$ cat src/hdl/var3d_pkg.sv
// shared constants, codes and types for the 3d axis rotation unit
// no dependencies; compiled first

package var3d_pkg;

    // default sizes, handed to the top level as parameter defaults
    localparam int ANGLE_BITS_DEF     = 12;
    localparam int COEF_FRAC_BITS_DEF = 15;
    localparam int COMPONENT_BITS_DEF = 32;

    // pi/2 in unsigned q60
    localparam logic [63:0] HALF_PI_Q60 = 64'h1921FB54442D1847;

    // rotation axis codes
    typedef enum logic [1:0] {
        OP_ROT_X = 2'd0,
        OP_ROT_Y = 2'd1,
        OP_ROT_Z = 2'd2,
        OP_NONE  = 2'd3
    } var3d_op_t;

    // stage load enables handed to the multiply-add units
    typedef struct packed {
        logic prod_en;
        logic sum_en;
    } var3d_adv_t;

    // q60 product, keeps bits 123:60 of the full product
    function automatic logic [63:0] mul_q60(input logic [63:0] a, input logic [63:0] b);
        logic [127:0] p;
        p = {64'd0, a} * {64'd0, b};
        return p[123:60];
    endfunction

    // one quarter-wave sine entry, elaboration time only:
    // taylor series in q60, rounded to frac fraction bits
    function automatic logic [31:0] sine_entry(input int unsigned k,
                                               input int unsigned qbits,
                                               input int unsigned frac);
        logic [63:0]  x;
        logic [63:0]  x2;
        logic [63:0]  term;
        logic [63:0]  sum;
        logic [63:0]  qmask;
        logic [63:0]  kk;
        int unsigned  n;
        kk    = 64'(k);
        qmask = (64'd1 << qbits) - 64'd1;
        x     = (HALF_PI_Q60 >> qbits) * kk + (((HALF_PI_Q60 & qmask) * kk) >> qbits);
        x2    = mul_q60(x, x);
        term  = x;
        sum   = x;
        for (n = 1; n < 40; n++)
        begin
            if (term != 64'd0)
            begin
                term = mul_q60(term, x2) / 64'((2 * n) * (2 * n + 1));
                if ((n & 1) != 0)
                    sum = sum - term;
                else
                    sum = sum + term;
            end
        end
        sum = sum + (64'd1 << (59 - frac));
        return 32'(sum >> (60 - frac));
    endfunction

endpackage

$ cat src/hdl/var3d_mac.sv
// two-product sum with floor shift and saturation, two register stages
// depends on var3d_pkg (var3d_adv_t)

module var3d_mac #(
    parameter int COMPONENT_BITS = var3d_pkg::COMPONENT_BITS_DEF,
    parameter int COEF_FRAC_BITS = var3d_pkg::COEF_FRAC_BITS_DEF
) (
    input  logic                             clk,
    input  var3d_pkg::var3d_adv_t            adv,
    input  logic signed [COEF_FRAC_BITS+1:0] coef_a,
    input  logic signed [COMPONENT_BITS-1:0] comp_a,
    input  logic signed [COEF_FRAC_BITS+1:0] coef_b,
    input  logic signed [COMPONENT_BITS-1:0] comp_b,
    output logic signed [COMPONENT_BITS-1:0] result,
    output logic                             sat
);
    import var3d_pkg::*;

    localparam int N  = COMPONENT_BITS;
    localparam int F  = COEF_FRAC_BITS;
    localparam int PW = F + 2 + N;
    localparam int SW = PW + 1;
    localparam int TW = SW - F;

    localparam logic [N-1:0] MAX_VAL = {1'b0, {(N - 1){1'b1}}};
    localparam logic [N-1:0] MIN_VAL = {1'b1, {(N - 1){1'b0}}};

    logic signed [PW-1:0] prod_a_next;
    logic signed [PW-1:0] prod_b_next;
    logic signed [PW-1:0] prod_a_reg;
    logic signed [PW-1:0] prod_b_reg;
    logic signed [SW-1:0] sum_next;
    logic signed [SW-1:0] sum_reg;
    logic signed [TW-1:0] shifted;
    logic [TW-N:0]        top_bits;
    logic                 fits;

    // multiplier stage
    assign prod_a_next = PW'(coef_a) * PW'(comp_a);
    assign prod_b_next = PW'(coef_b) * PW'(comp_b);

    always_ff @(posedge clk)
    begin
        if (adv.prod_en)
        begin
            prod_a_reg <= prod_a_next;
            prod_b_reg <= prod_b_next;
        end
    end

    // adder stage
    assign sum_next = SW'(prod_a_reg) + SW'(prod_b_reg);

    always_ff @(posedge clk)
    begin
        if (adv.sum_en)
            sum_reg <= sum_next;
    end

    // floor shift and clip, registered by the caller
    assign shifted  = TW'(sum_reg >>> F);
    assign top_bits = shifted[TW-1:N-1];
    assign fits     = (&top_bits) || !(|top_bits);
    assign sat      = !fits;
    assign result   = fits ? shifted[N-1:0] : (shifted[TW-1] ? MIN_VAL : MAX_VAL);

endmodule
$ cat config.mk
export PLATFORM = sky130hd
export DESIGN_NAME = var3d_mac
export DESIGN_NICKNAME = d
export VERILOG_FILES = /design/src/hdl/var3d_pkg.sv /design/src/hdl/var3d_mac.sv
export SDC_FILE = /design/constraint.sdc
export NUM_CORES = 2
export LEC_CHECK = 0
export BUFFER_PORTS_ARGS = -buffer_cell sky130_fd_sc_hd__buf_2
export CAP_MARGIN = 15
export CORE_MARGIN = 2
export CORE_UTILIZATION = 60
export CTS_BUF_LIST = sky130_fd_sc_hd__clkbuf_16
export DETAILED_ROUTE_END_ITERATION = 8
export PLACE_DENSITY = 0.79
export SETUP_SLACK_MARGIN = 0.02
export SYNTH_ARGS = -nofsm -noshare
export SYNTH_HDL_FRONTEND = slang
export SYNTH_SLANG_ARGS = --single-unit
$ cat constraint.sdc
create_clock -name clk -period 5.9 [get_ports clk]
set_clock_uncertainty 0.2 [all_clocks]
set_input_delay 0.295 -clock clk [delete_from_list [all_inputs] [get_ports clk]]
set_output_delay 0.295 -clock clk [all_outputs]
set_load 0.03 [all_outputs]
==> results.json <==
{
  "finalHoldViolCount": 0,
  "synth_cell_types": 71,
  "drv_slew": 0,
  "clk_latency_ns": 0.43,
  "relSlewSlack_pct": 21.0,
  "layout_common_cells": "1084 x inv_1, 1007 x fa_1, 601 x nand2_1",
  "synth_area_per_cell_um2": 9.42,
  "ant_nets": 0,
  "die-height_um": 273,
  "gp_congestion": 0.916,
  "fin_crit_sh_pct": 104,
  "tns_ns": -1.46,
  "synth_area_leaders": "fa_1 48%, inv_1 9.6%, edfxtp_1 9.2%, ha_1 8.0%, and2_1 6.9%",
  "hpwl_mm": 88.7,
  "antenna_found_initial": 4,
  "grt_pass1_wl_mm": 178,
  "rr_worst_depth": 10,
  "synth_nets": 6021,
  "grt_pass1_vias": 37100,
  "grtUsageTotal_pct": 30.0,
  "critPathArrivalTime_ns": 6.09,
  "crit_type": "primary input to flip-flop",
  "ys.flop_type": "edfxtp_1",
  "clk_pin_slew_ns": 0.06,
  "mostFrequentLayoutCell": "inv_1",
  "ys_seq_elements": 133,
  "cp_max_fo": 5,
  "hold_class": "primary input to flip-flop",
  "clock-root-buffer": "clkbuf_16",
  "routedWlPerCell_um": 17.9,
  "async_reset_ff_share_pct": 0,
  "synth_edf_count": 133,
  "fin_crit_ns": 6.13,
  "vias": 33800,
  "grt_use_met3_pct": 3.50,
  "areaGrowthSynthToFinish_pct": 19.7,
  "die_area_um2": 74400,
  "numCtsBuffers": 17,
  "grt_overflow": 0,
  "clock_sinks": 133,
  "start_kind": "primary input",
  "grt_max_degree": 89,
  "ctsLongestPathBuffers": 2,
  "yosysWarnings": 0,
  "end_kind": "flip-flop",
  "rrSetupSlack_ns": 2.22,
  "maxCapViolations": 0,
  "setup_violations": 16,
  "drt_iter0_drc": 2252,
  "yosys.area.top_type": "fa_1",
  "h-tree-depth": 4,
  "synth_top_area_share_pct": 48.1,
  "cts_tree": "done",
  "drive_above_1_share_pct": 19.7,
  "io_buffer_count": 133,
  "use_met1_pct": 37.4,
  "holdPathStages": 3,
  "syn_inst": 4600,
  "busiest_layer": "met2",
  "worst_slack_ns": -0.226,
  "timing.fmax_ghz": 0.163,
  "violations": "negative setup slack",
  "worstMarginPinSlew_ns": 1.19,
  "rsz0062_at_grt": "yes",
  "core_area_um2": 71500,
  "fp-row-count": 98,
  "syn-cell-area_um2": 43400,
  "io_pins": 134,
  "drc": 0,
  "first_pass_iters": 5,
  "pre_cts_slack_ns": -0.841,
  "vias_per_cell": 5.53,
  "required_ns": 5.87,
  "status": "finished with violations",
  "nets": 6575,
  "n_fill_cell": 4769,
  "gr-usage-met2_pct": 52.7,
  "start_util_pct": 60.6,
  "wl_mm": 109,
  "ys_seq_area_share_pct": 9.21,
  "die_w_um": 273
}
-- repair_timing --
item	4_1_cts	5_1_grt
setup buffers	16	28
cloned	1	10
resized for setup	160	286
setup endpoints to repair	40	41
pin swaps	52	158
hold endpoints to repair	10	0
hold buffers	1	0
-- synth_stat cells (all sizes together), types with 3 or more instances --
master,count
o211ai,8
o41ai,3
o2111ai,3
clkbuf,176
and2,475
a211oi,11
a21o,69
nand2b,18
xnor2,95
o21ba,3
xor2,31
a221oi,3
a31oi,12
fa,1042
nor2,124
inv,1115
or2,4
o31a,5
o21a,20
nor3,17
nand3,18
nand2,615
o21bai,16
ha,278
buf,6
edfxtp,133
a21oi,138
a21boi,6
a311oi,3
and3,10
nand3b,3
a31o,3
nand4,15
nor2b,14
o31ai,7
o21ai,70
-- worst paths after layout --
path,startpoint,to
setup reg to reg,prod_b_reg[4],sum_reg[35]
hold reg to reg,prod_b_reg[47],sum_reg[47]
hold / removal,comp_a[0],prod_a_reg[0]
setup / recovery,comp_a[13],prod_a_reg[48]
-- worst max-delay path: stages --
cell	delay, ns
buf_12	0.11
buf_4	0.15
buf_4	0.14
and2_1	0.16
fa_1	0.56
fa_1	0.47
fa_1	0.54
fa_1	0.43
fa_1	0.53
inv_1	0.06
fa_1	0.49
inv_1	0.07
ha_4	0.27
and3_4	0.21
nand3_4	0.09
o41ai_4	0.37
o21ai_2	0.11
o21a_1	0.23
o31ai_4	0.31
a31oi_4	0.17
o31ai_2	0.23
xnor2_1	0.09
-- routing by layer --
metal / routed length [um] / vias up / part of all wire, %
li1: - / 14700 / -
met1: 39900 / 17300 / 36
met2: 56800 / 1382 / 52
met3: 7090 / 401 / 6.5
met4: 5670 / 0 / 5.2
met5: 0 / - / 0
-- logic make-up (layout without fill, tap and decap cells) --
| group | Yosys count | in the layout | share of synthesized area (%) |
|---|---|---|---|
| fa+ha+maj | 1320 | 1320 | 56.1 |
| buf+inv | 1297 | 1864 | 11.2 |
| simple gates | 1324 | 1324 | 14.8 |
| mux | 1 | 1 | 0.0260 |
| flops | 133 | 133 | 9.21 |
| compound gates | 399 | 399 | 6.06 |
| other cells | 0 | 3 | 0 |
| xor+xnor | 126 | 126 | 2.55 |
-- through the flow --
stage	utilization [%]	area, um2	cells	hold slack, ns
final	72.6	51900	6120	0.229
after global routing	72.6	51900	6120	0.231
after CTS	70.5	50400	6081	0.203
after detailed placement	68.6	49100	6031	0.425
after global placement	68.6	49100	6031	0.418
after floorplan	-	43900	4600	0.207
-- cell type report --
type,instances,area (um2),area share [%]
Multi-Input combinational cell,3170,35700,68.8
Clock inverter,15,148,0.285
Sequential cell,133,3990,7.70
Inverter,1115,4190,8.07
Clock buffer,17,425,0.820
Antenna cell,3,7.51,0.0145
Tap cell,950,1190,2.29
Timing Repair Buffer,717,6220,12.0
Power is not shown: default switching activity piles up to over one toggle a cycle in this logic, so the estimate is an artifact.
